**src/design/tpts_pkg.sv**
```systemverilog
// ----------------------------------------------------------------------------
// tpts_pkg
// shared types and constants of the timed priority task scheduler
// ----------------------------------------------------------------------------
package tpts_pkg;

    localparam int POS_W   = 6;
    localparam int TIME_W  = 31;
    localparam int DUE_W   = 32;
    localparam logic [TIME_W-1:0] TIME_MAX = 31'h7FFF_FFFF;

    localparam logic [3:0] CMD_TICK     = 4'd0;
    localparam logic [3:0] CMD_SCHEDULE = 4'd1;
    localparam logic [3:0] CMD_RUN      = 4'd2;
    localparam logic [3:0] CMD_DELAY    = 4'd3;
    localparam logic [3:0] CMD_REPEAT   = 4'd4;
    localparam logic [3:0] CMD_STOP     = 4'd5;
    localparam logic [3:0] CMD_SUSPEND  = 4'd6;
    localparam logic [3:0] CMD_RESUME   = 4'd7;
    localparam logic [3:0] CMD_SET_PRIO = 4'd8;
    localparam logic [3:0] CMD_REPLACE  = 4'd9;

    localparam logic [1:0] SLEEP_NONE  = 2'd0;
    localparam logic [1:0] SLEEP_IDLE  = 2'd1;
    localparam logic [1:0] SLEEP_POWER = 2'd2;

    typedef enum logic [1:0] {
        S_IDLE,
        S_SCAN,
        S_APPLY
    } state_t;

    // search record handed from cell to cell
    typedef struct packed {
        logic              fa_found;
        logic [POS_W-1:0]  fa_pos;
        logic              free_found;
        logic [POS_W-1:0]  free_pos;
        logic              sel_found;
        logic [POS_W-1:0]  sel_pos;
        logic [7:0]        best;
        logic [POS_W-1:0]  count;
        logic [7:0]        sel_handle;
        logic              sel_repeat;
        logic [15:0]       sel_reload;
    } scan_rec_t;

    // what the search looks for
    typedef struct packed {
        logic [7:0]        handle;
        logic [TIME_W-1:0] now;
    } scan_ctx_t;

    // write to one slot, or tick to all
    typedef struct packed {
        logic              tick;
        logic              wrap;
        logic              en;
        logic [POS_W-1:0]  slot;
        logic              set_handle;
        logic [7:0]        handle;
        logic              set_active;
        logic              active;
        logic              set_susp;
        logic              susp;
        logic              set_due;
        logic [DUE_W-1:0]  due;
        logic              set_repeat;
        logic              repeat_flag;
        logic              set_reload;
        logic [15:0]       reload;
        logic              set_prio;
        logic [7:0]        prio;
    } slot_upd_t;

endpackage

```
**src/design/tpts_cell.sv**
```systemverilog
// ----------------------------------------------------------------------------
// tpts_cell
// one task slot: holds its state and updates the passing search record
// ----------------------------------------------------------------------------
module tpts_cell
(
    input  logic                        clk,
    input  logic                        rst_n,
    input  logic [tpts_pkg::POS_W-1:0]  slot_index,
    input  tpts_pkg::scan_ctx_t         ctx,
    input  tpts_pkg::scan_rec_t         rec_in,
    output tpts_pkg::scan_rec_t         rec_out,
    input  tpts_pkg::slot_upd_t         upd
);

    logic                        active_reg;
    logic                        susp_reg;
    logic                        repeat_reg;
    logic [15:0]                 reload_reg;
    logic [7:0]                  prio_reg;
    logic [tpts_pkg::DUE_W-1:0]  due_reg;
    logic [7:0]                  handle_reg;
    tpts_pkg::scan_rec_t         rec_reg;
    tpts_pkg::scan_rec_t         rec_next;
    logic                        hit;
    logic [tpts_pkg::DUE_W-1:0]  due_tick;

    assign hit = upd.en && (upd.slot == slot_index);

    always_comb
    begin
        rec_next = rec_in;
        if (active_reg && (handle_reg == ctx.handle) && !rec_in.fa_found)
        begin
            rec_next.fa_found = 1'b1;
            rec_next.fa_pos   = slot_index;
        end
        if (!active_reg)
        begin
            rec_next.free_found = 1'b1;
            rec_next.free_pos   = slot_index;
        end
        if (active_reg)
        begin
            rec_next.count = rec_in.count + 1'b1;
            if (!susp_reg && (due_reg <= {1'b0, ctx.now}) && (prio_reg >= rec_in.best))
            begin
                rec_next.sel_found  = 1'b1;
                rec_next.sel_pos    = slot_index;
                rec_next.best       = prio_reg;
                rec_next.sel_handle = handle_reg;
                rec_next.sel_repeat = repeat_reg;
                rec_next.sel_reload = reload_reg;
            end
        end
    end

    assign rec_out = rec_reg;

    // wrap clears the top bit, then suspended slots slide by one tick
    always_comb
    begin
        due_tick = due_reg;
        if (upd.wrap)
        begin
            due_tick[tpts_pkg::DUE_W-1] = 1'b0;
        end
        if (susp_reg)
        begin
            due_tick = due_tick + 1'b1;
        end
    end

    always_ff @(posedge clk or negedge rst_n)
    begin
        if (!rst_n)
        begin
            active_reg <= 1'b0;
            susp_reg   <= 1'b0;
            repeat_reg <= 1'b0;
            reload_reg <= '0;
            prio_reg   <= '0;
        end
        else if (hit)
        begin
            if (upd.set_active) active_reg <= upd.active;
            if (upd.set_susp)   susp_reg   <= upd.susp;
            if (upd.set_repeat) repeat_reg <= upd.repeat_flag;
            if (upd.set_reload) reload_reg <= upd.reload;
            if (upd.set_prio)   prio_reg   <= upd.prio;
        end
    end

    always_ff @(posedge clk)
    begin
        rec_reg <= rec_next;
        if (upd.tick && active_reg)
        begin
            due_reg <= due_tick;
        end
        else if (hit)
        begin
            if (upd.set_due)    due_reg    <= upd.due;
            if (upd.set_handle) handle_reg <= upd.handle;
        end
    end

endmodule

```
**src/design/timed_priority_task_scheduler.sv**
```systemverilog
// ----------------------------------------------------------------------------
// timed_priority_task_scheduler
// task slot table with tick, schedule and per-task commands
// ----------------------------------------------------------------------------
//  channel  handshake              payload
//  in       in_valid / in_ready    command, use_current, task_handle, new_handle,
//                                  timeout, priority_req, in_interrupt
//  out      out_valid / out_ready  task_valid, run_handle, run_slot, sleep_mode,
//                                  active_count, accepted
//  cfg      apb psel/penable       power-save enable at byte address 0
//
//  each transaction is latched, then the search record ripples through the row
//  of slot cells, then the result is applied;
//  one transaction at a time; in_ready is high only while idle
//  a stalled result holds the block in its apply step until out_ready
//  reset clears slot flags, time and the current slot; no clearing pass
// ----------------------------------------------------------------------------
module timed_priority_task_scheduler
#(
    parameter int TASK_SLOTS = 8
)
(
    input  logic         clk,
    input  logic         rst_n,
    // input transaction
    input  logic         in_valid,
    output logic         in_ready,
    input  logic [3:0]   command,
    input  logic         use_current,
    input  logic [7:0]   task_handle,
    input  logic [7:0]   new_handle,
    input  logic [15:0]  timeout,
    input  logic [7:0]   priority_req,
    input  logic         in_interrupt,
    // result transaction
    output logic         out_valid,
    input  logic         out_ready,
    output logic         task_valid,
    output logic [7:0]   run_handle,
    output logic [3:0]   run_slot,
    output logic [1:0]   sleep_mode,
    output logic [3:0]   active_count,
    output logic         accepted,
    // configuration
    input  logic         psel,
    input  logic         penable,
    input  logic         pwrite,
    input  logic [1:0]   paddr,
    input  logic [31:0]  pwdata,
    output logic [31:0]  prdata,
    output logic         pready
);

    localparam int PW = tpts_pkg::POS_W;
    localparam logic [PW-1:0] IDLE_POS = PW'(TASK_SLOTS);
    localparam logic [PW-1:0] LAST_CNT = PW'(TASK_SLOTS - 1);

    tpts_pkg::state_t              state_reg, state_next;
    logic [PW-1:0]                 cnt_reg, cnt_next;
    logic [tpts_pkg::TIME_W-1:0]   time_reg, time_next;
    logic [PW-1:0]                 cur_reg, cur_next;
    logic                          psave_en_reg;

    // latched transaction
    logic [3:0]   cmd_reg;
    logic         use_cur_reg;
    logic [7:0]   handle_reg;
    logic [7:0]   new_handle_reg;
    logic [15:0]  timeout_reg;
    logic [7:0]   prio_reg;
    logic         irq_reg;

    // result register
    logic         out_valid_reg;
    logic         task_valid_reg, task_valid_next;
    logic [7:0]   run_handle_reg, run_handle_next;
    logic [3:0]   run_slot_reg, run_slot_next;
    logic [1:0]   sleep_reg, sleep_next;
    logic [3:0]   count_reg, count_next;
    logic         accepted_reg, accepted_next;

    tpts_pkg::scan_ctx_t  ctx;
    tpts_pkg::scan_rec_t  recs [TASK_SLOTS+1];
    tpts_pkg::scan_rec_t  fin;
    tpts_pkg::slot_upd_t  upd;

    logic take_in, out_free, by_cur;
    logic [PW-1:0] pos;

    assign take_in  = in_valid && in_ready;
    assign out_free = !out_valid_reg || out_ready;
    assign in_ready = (state_reg == tpts_pkg::S_IDLE);

    // apb: single register, always ready
    assign pready = 1'b1;
    assign prdata = (paddr == 2'd0) ? {31'd0, psave_en_reg} : 32'd0;

    always_ff @(posedge clk or negedge rst_n)
    begin
        if (!rst_n)
        begin
            psave_en_reg <= 1'b0;
        end
        else if (psel && penable && pwrite && pready)
        begin
            psave_en_reg <= pwdata[0];
        end
    end

    // row of slot cells, the search record moves one cell per cycle
    assign ctx.handle = handle_reg;
    assign ctx.now    = time_reg;
    assign recs[0]    = '{fa_pos: IDLE_POS, free_pos: IDLE_POS, sel_pos: IDLE_POS,
                          default: '0};
    assign fin        = recs[TASK_SLOTS];

    for (genvar g = 0; g < TASK_SLOTS; g++)
    begin : g_cell
        tpts_cell u_cell
        (
            .clk        (clk),
            .rst_n      (rst_n),
            .slot_index (PW'(g)),
            .ctx        (ctx),
            .rec_in     (recs[g]),
            .rec_out    (recs[g+1]),
            .upd        (upd)
        );
    end

    // slot chosen for a per-task command
    always_comb
    begin
        by_cur = use_cur_reg && (cmd_reg != tpts_pkg::CMD_REPLACE);
        pos    = IDLE_POS;
        if (by_cur)
        begin
            if (!irq_reg && (cur_reg != IDLE_POS)) pos = cur_reg;
        end
        else if (cmd_reg <= tpts_pkg::CMD_REPEAT)
        begin
            if (fin.fa_found)        pos = fin.fa_pos;
            else if (fin.free_found) pos = fin.free_pos;
        end
        else if (fin.fa_found)
        begin
            pos = fin.fa_pos;
        end
    end

    // sequencer: latch, ripple, apply
    always_comb
    begin
        state_next      = state_reg;
        cnt_next        = cnt_reg;
        time_next       = time_reg;
        cur_next        = cur_reg;
        upd             = '0;
        task_valid_next = 1'b0;
        run_handle_next = 8'd0;
        run_slot_next   = 4'(IDLE_POS);
        sleep_next      = tpts_pkg::SLEEP_NONE;
        count_next      = 4'd0;
        accepted_next   = 1'b0;
        case (state_reg)
            tpts_pkg::S_IDLE:
            begin
                if (take_in)
                begin
                    state_next = tpts_pkg::S_SCAN;
                    cnt_next   = '0;
                end
            end
            tpts_pkg::S_SCAN:
            begin
                cnt_next = cnt_reg + 1'b1;
                if (cnt_reg == LAST_CNT) state_next = tpts_pkg::S_APPLY;
            end
            tpts_pkg::S_APPLY:
            begin
                if (out_free)
                begin
                    state_next = tpts_pkg::S_IDLE;
                    case (cmd_reg)
                        tpts_pkg::CMD_TICK:
                        begin
                            upd.tick      = 1'b1;
                            upd.wrap      = (time_reg == tpts_pkg::TIME_MAX);
                            time_next     = upd.wrap ? '0 : time_reg + 1'b1;
                            accepted_next = 1'b1;
                        end
                        tpts_pkg::CMD_SCHEDULE:
                        begin
                            accepted_next = 1'b1;
                            count_next    = 4'(fin.count);
                            if (fin.sel_found)
                            begin
                                cur_next        = fin.sel_pos;
                                upd.en          = 1'b1;
                                upd.slot        = fin.sel_pos;
                                upd.set_due     = fin.sel_repeat;
                                upd.due         = {1'b0, time_reg} + 32'(fin.sel_reload);
                                upd.set_active  = !fin.sel_repeat;
                                upd.active      = 1'b0;
                                task_valid_next = 1'b1;
                                run_handle_next = fin.sel_handle;
                                run_slot_next   = 4'(fin.sel_pos);
                            end
                            else
                            begin
                                cur_next   = IDLE_POS;
                                sleep_next = (psave_en_reg && (fin.count == '0))
                                           ? tpts_pkg::SLEEP_POWER : tpts_pkg::SLEEP_IDLE;
                            end
                        end
                        tpts_pkg::CMD_RUN, tpts_pkg::CMD_DELAY, tpts_pkg::CMD_REPEAT:
                        begin
                            if (pos != IDLE_POS)
                            begin
                                accepted_next  = 1'b1;
                                upd.en         = 1'b1;
                                upd.slot       = pos;
                                upd.set_handle = !by_cur;
                                upd.handle     = handle_reg;
                                upd.set_active = 1'b1;
                                upd.active     = 1'b1;
                                upd.set_susp   = 1'b1;
                                upd.susp       = 1'b0;
                                upd.set_due    = 1'b1;
                                upd.due        = {1'b0, time_reg}
                                               + ((cmd_reg == tpts_pkg::CMD_RUN)
                                                  ? 32'd0 : 32'(timeout_reg));
                                upd.set_repeat = (cmd_reg != tpts_pkg::CMD_RUN);
                                upd.repeat_flag = (cmd_reg == tpts_pkg::CMD_REPEAT);
                                upd.set_reload = (cmd_reg == tpts_pkg::CMD_REPEAT) && !by_cur;
                                upd.reload     = timeout_reg;
                            end
                        end
                        tpts_pkg::CMD_STOP, tpts_pkg::CMD_SUSPEND, tpts_pkg::CMD_RESUME,
                        tpts_pkg::CMD_SET_PRIO, tpts_pkg::CMD_REPLACE:
                        begin
                            if (pos != IDLE_POS)
                            begin
                                accepted_next  = 1'b1;
                                upd.en         = 1'b1;
                                upd.slot       = pos;
                                upd.set_active = (cmd_reg == tpts_pkg::CMD_STOP);
                                upd.active     = 1'b0;
                                upd.set_susp   = (cmd_reg == tpts_pkg::CMD_SUSPEND)
                                              || (cmd_reg == tpts_pkg::CMD_RESUME);
                                upd.susp       = (cmd_reg == tpts_pkg::CMD_SUSPEND);
                                upd.set_prio   = (cmd_reg == tpts_pkg::CMD_SET_PRIO);
                                upd.prio       = prio_reg;
                                upd.set_handle = (cmd_reg == tpts_pkg::CMD_REPLACE);
                                upd.handle     = new_handle_reg;
                            end
                        end
                        default:
                        begin
                            accepted_next = 1'b0;
                        end
                    endcase
                end
            end
            default:
            begin
                state_next = tpts_pkg::S_IDLE;
            end
        endcase
    end

    always_ff @(posedge clk or negedge rst_n)
    begin
        if (!rst_n)
        begin
            state_reg     <= tpts_pkg::S_IDLE;
            cnt_reg       <= '0;
            time_reg      <= '0;
            cur_reg       <= IDLE_POS;
            out_valid_reg <= 1'b0;
        end
        else
        begin
            state_reg <= state_next;
            cnt_reg   <= cnt_next;
            time_reg  <= time_next;
            cur_reg   <= cur_next;
            if ((state_reg == tpts_pkg::S_APPLY) && out_free)
            begin
                out_valid_reg <= 1'b1;
            end
            else if (out_ready)
            begin
                out_valid_reg <= 1'b0;
            end
        end
    end

    always_ff @(posedge clk)
    begin
        if (take_in)
        begin
            cmd_reg        <= command;
            use_cur_reg    <= use_current;
            handle_reg     <= task_handle;
            new_handle_reg <= new_handle;
            timeout_reg    <= timeout;
            prio_reg       <= priority_req;
            irq_reg        <= in_interrupt;
        end
        if ((state_reg == tpts_pkg::S_APPLY) && out_free)
        begin
            task_valid_reg <= task_valid_next;
            run_handle_reg <= run_handle_next;
            run_slot_reg   <= run_slot_next;
            sleep_reg      <= sleep_next;
            count_reg      <= count_next;
            accepted_reg   <= accepted_next;
        end
    end

    assign out_valid    = out_valid_reg;
    assign task_valid   = task_valid_reg;
    assign run_handle   = run_handle_reg;
    assign run_slot     = run_slot_reg;
    assign sleep_mode   = sleep_reg;
    assign active_count = count_reg;
    assign accepted     = accepted_reg;

    // checks
    a_sel_no_sleep: assert property (@(posedge clk) disable iff (!rst_n)
        out_valid && task_valid |-> sleep_mode == tpts_pkg::SLEEP_NONE)
        else $error("task picked with sleep mode");
    a_no_task_zero: assert property (@(posedge clk) disable iff (!rst_n)
        out_valid && !task_valid |-> run_handle == 8'd0)
        else $error("handle reported without a task");
    a_cur_range: assert property (@(posedge clk) disable iff (!rst_n)
        cur_reg <= IDLE_POS)
        else $error("current slot out of range");
    a_scan_busy: assert property (@(posedge clk) disable iff (!rst_n)
        state_reg == tpts_pkg::S_SCAN |=> !in_ready)
        else $error("input taken during search");

endmodule
```
**config.mk**
```make
export PLATFORM = sky130hd
export DESIGN_NAME = timed_priority_task_scheduler
export DESIGN_NICKNAME = d
export VERILOG_FILES = /design/src/design/tpts_pkg.sv /design/src/design/tpts_cell.sv /design/src/design/timed_priority_task_scheduler.sv
export SDC_FILE = /design/constraint.sdc
export NUM_CORES = 2
export LEC_CHECK = 0
export CAP_MARGIN = 20
export CORE_MARGIN = 10
export CORE_UTILIZATION = 59
export CTS_BUF_LIST = sky130_fd_sc_hd__clkbuf_16
export CTS_CLUSTER_DIAMETER = 80
export DETAILED_ROUTE_END_ITERATION = 6
export DONT_BUFFER_PORTS = 1
export PLACE_DENSITY_LB_ADDON = 0.1
export SYNTH_ARGS = -nofsm -noshare
export SYNTH_HDL_FRONTEND = slang
export SYNTH_HIERARCHICAL = 1
export SYNTH_SLANG_ARGS = --single-unit
```
**constraint.sdc**
```tcl
create_clock -name clk -period 5.3 [get_ports clk]
set_input_delay 0.265 -clock clk [delete_from_list [all_inputs] [get_ports clk]]
set_output_delay 0.265 -clock clk [all_outputs]
set_load 0.01 [all_outputs]
```
==> Word-level counts from Yosys, hierarchy flattened <==
Index checks and enable logic that the tools add are counted.
{ "totals": {"reg_bits": 1116, "word_cells": 532, "in_bits": 87} }
{ "classes": {"bitwise_logic": 11, "n_mux": 97, "n_eq_ne": 43, "n_reduce_logical": 175, "n_lt_le_gt_ge": 17, "addsub": 19} }
{ "op_table": {"columns": ["cell", "n"], "rows": [
  ["$mux 32", 25],
  ["$mux 46", 7],
  ["$add 32x1->32 const B", 8],
  ["$le 32x31->1", 8],
  ["$mux 25", 8],
  ["$mux 83", 2],
  ["$mux 15", 8],
  ["$reduce_and 2->1", 51],
  ["$mux 72", 1],
  ["$pmux 33 s2", 1],
  ["$add 31x16->32", 2],
  ["$eq 8x8->1", 8],
  ["$reduce_and 3->1", 19],
  ["$ge 8x8->1", 7],
  ["$logic_and 1x1->1", 55],
  ["$mux 6", 8],
  ["$add 6x1->6 const B", 7],
  ["$reduce_bool 2->1", 18],
  ["$mux 33", 1],
  ["$add 31x1->31 const B", 1],
  ["$eq 31x31->1 const B", 1],
  ["$mux 31", 1],
  ["$eq 6x3->1 const B", 5],
  ["$mux 26", 1],
  ["41 further kinds", 109]
]} }

==> Depth between registers and ports, before layout <==
{ "logic_depth": {"depth_word": 13, "depth_mapped": 18, "depth_no_buf": 17} }

==> Hierarchy <==
Netlist, hierarchy kept.
{ "modules_own_cells": {"columns": ["mod", "cells_per_inst", "n_inst", "area_each_um2"], "rows": [
  ["tpts_cell at g_cell[1].u_cell ...", 554, 6, 6264.8],
  ["timed_priority_task_scheduler", 835, 1, 7808.7],
  ["tpts_cell at g_cell[0].u_cell", 558, 1, 6486.2],
  ["tpts_cell at g_cell[7].u_cell", 560, 1, 6402.4]
]} }

==> Worst setup path before layout <==
OpenSTA, ideal clock, no wires.
{ "synth_path": {"kind": "register -> register", "start": "register state_reg[1]", "end": "register g_cell[4].u_cell/due_reg[0] (netlist name) (enable)", "path_slack_ps": -130, "t_arrival_ps": 4997, "path_buffers": 1, "stages_incl_launch_ff": 12, "required_ps": 4867, "period_less_slack_ps": 5430, "cell_sequence": "dfrtp_1 > nor2b_1 > nand2_1 > inv_1 > and3_1 > clkbuf_1 > nor2_1 > a21oi_1 > xor2_1 > nor4_1 > nand2_1 > mux2i_1"} }
{ "synth_rtl": {"columns": ["element", "line", "text"], "rows": [
  ["start: declaration", "timed_priority_task_scheduler.sv:58", "tpts_pkg::state_t state_reg, state_next;"],
  ["start signal: assignment", "timed_priority_task_scheduler.sv:276", "state_reg <= tpts_pkg::S_IDLE;"],
  ["start signal: assignment", "timed_priority_task_scheduler.sv:284", "state_reg <= state_next;"],
  ["end signal: assignment", "tpts_cell.sv:99", "due_reg <= due_tick;"],
  ["end signal: assignment", "tpts_cell.sv:103", "if (upd.set_due) due_reg <= upd.due;"],
  ["end: declaration", "tpts_cell.sv:21", "logic [tpts_pkg::DUE_W-1:0] due_reg;"]
]} }

==> results_dict.tcl <==
set metrics [dict create \
    run_status "complete, but fails checks" \
    violations "hold timing" \
    layout.nets 6146 \
    path_clk_slew_ps 60 \
    regToRegSetupSlack_ps 660 \
    drtAntennaViolNets 0 \
    end_kind "flip-flop" \
    postCtsHoldBufs 50 \
    cts_tree "done" \
    skew_ps 39.2 \
    yosys_warnings 6 \
    vias 41100 \
    regArea_sq_um 27600 \
    setup_viol 0 \
    clkSinkCount 1121 \
    cap_viol_max_count 0 \
    grt_usage 0.279 \
    arrival_ps 5160 \
    grt_max_degree 264 \
    first_pass_iters 6 \
    ir_worst_vdd_mv 0.398 \
    antenna_found_initial 4 \
    h-tree-depth 3 \
    timing.setup.tns_ps 0 \
    reg2reg_depth 16 \
    drc_errors 0 \
    numCtsBuffers 115 \
    startpoint "cmd_reg[3]" \
    finalMaxSlewViolations 0 \
    cts_root_buffer "clkbuf_16" \
    fin_crit_ps 4640 \
    post_drt_wl_per_cell_um 22.5 \
    cts_setup_buffers 0 \
    cp-endpoint "g_cell[5].u_cell/due_reg[20]" \
    holdWs_ps -721 \
    cts_resized 0 \
    die-area_sq_um 111000 \
    die_h_um 334 \
    timing.rr.start "cmd_reg[3]" \
    slew-limit-headroom 0.00901 \
    core-area_sq_um 97100 \
    place_inst 6803 \
    drt_iter0_drc 2902 \
    finalInstanceArea_sq_um 65200 \
    rsz0062_at_grt "no" \
    finalCoreUtilization 0.671 \
    cp_max_fo 16 \
    hold_viol_final 262 \
    fmax_mhz 215 \
    fp.dieW_um 334 \
    tightest_slew_ps 1490 \
    grt_pass1_wl_mm 240 \
    viasPerCell 5.81 \
    gp_congestion 0.970 \
    crit_required_ps 5820 \
    r2r-end "g_cell[5].u_cell/due_reg[20]" \
    startpoint_type "flip-flop" \
    multiInputGateArea_sq_um 29100 \
    power.density_nw_per_um2 277 \
    clk_latency_ps 730 \
    clk_path_buf_depth 3 \
    hp-class "in -> async" \
    start_util 0.597 \
    totalWireLength_mm 159 \
    ioPinCount 142 \
    drive_above_1_share 0.175 \
    place_area_sq_um 60900 \
    power_leakage_nw 27.4 \
    stdcell_count 7077 \
    dp_hpwl_mm 112 \
    synth_area_per_cell_sq_um 11.0 \
    io_buffers 0 \
    rows 114 \
    path_class "reg -> reg" \
    gr-total-overflow 0 \
    area_growth_pct 12.4 \
    synthesis.area_sq_um 58000 \
    fill_cells 7460 \
    synthCells 5261 \
    post-route-period-util 0.876 \
    grt_pass1_vias 40300 \
    total_power_mw 18.1 \
    largest_reg_flops 472 \
]
## per-stage QoR
step	hold WS (ps)	setup WS, ps
final	-721	657
after global placement	-8.62	809
after detailed placement	-10.1	741
after floorplan	-30.6	111
after CTS	-773	731
after global routing	-757	404
## critical path: stages (launching register included)
cell and delay (ps):
edfxtp_1 510, buf_4 230, nor3_2 300, buf_4 290
nor2b_1 100, ha_1 350, a21o_1 200, or3_1 300
o221a_2 290, or2_2 320, a21oi_1 300, a21o_1 400
a22oi_1 160, mux2i_1 320, buf_4 250, nand2_1 60
o21ai_0 90
## area by class of cell
type | count | area share
multi-input combinational | 3886 | 0.447
sequential | 1121 | 0.424
clock buffer | 125 | 0.0480
timing repair buffer | 204 | 0.0260
tap | 1276 | 0.0245
inverter | 367 | 0.0211
clock inverter | 95 | 0.00984
antenna | 3 | 0.000115
## per-layer routing
layer  GRT usage  share of wire
met1       0.352           0.41
met2       0.455           0.46
met3      0.0400          0.070
met4       0.162          0.065
met5           0        0.00015
## power breakdown
group          switching, mW  leakage [nW]  internal, mW
Combinational          0.404          14.2         0.356
Clock                   3.46          1.96          4.50
Sequential             0.176          11.2          9.16
## worst min-delay path by stage
stage	start	to	slack, ps	cells after the start
2_1_floorplan	rst_n	cnt_reg[0]	-30	0
3_3_place_gp	rst_n	g_cell[0].u_cell/prio_reg[1]	-9	0
3_5_place_dp	rst_n	g_cell[0].u_cell/prio_reg[1]	-10	0
4_1_cts	rst_n	g_cell[0].u_cell/prio_reg[1]	-770	0
5_1_grt	rst_n	g_cell[0].u_cell/prio_reg[1]	-760	0
6_report	rst_n	g_cell[0].u_cell/prio_reg[1]	-720	0
## cell usage in the layout, fill, tap and decap left out, types with 15 or more instances in the layout
master and instances:
mux2_2 515, nand2_1 506, dfxtp_1 472, inv_1 394
edfxtp_1 386, ha_1 362, conb_1 302, xor2_1 271
dfrtp_1 262, o21ai_0 251, nand3_1 194, xnor2_1 163
buf_4 150, nand4_1 148, nor2_1 134, a21oi_1 132
clkbuf_16 125, and3_1 85, mux2_4 71, nor3_1 70
o31ai_1 65, a21o_1 64, and2_1 50, dlygate4sd3_1 50
nand2b_1 49, a211oi_1 40, mux2_1 33, nor2b_1 29
nor4_1 27, and4_1 27, clkinv_1 22, a22oi_1 20
or2_2 19, clkinv_2 19, o21ai_1 16, or3_1 15
nor4_2 15
Power figures use the tool's default switching activity.
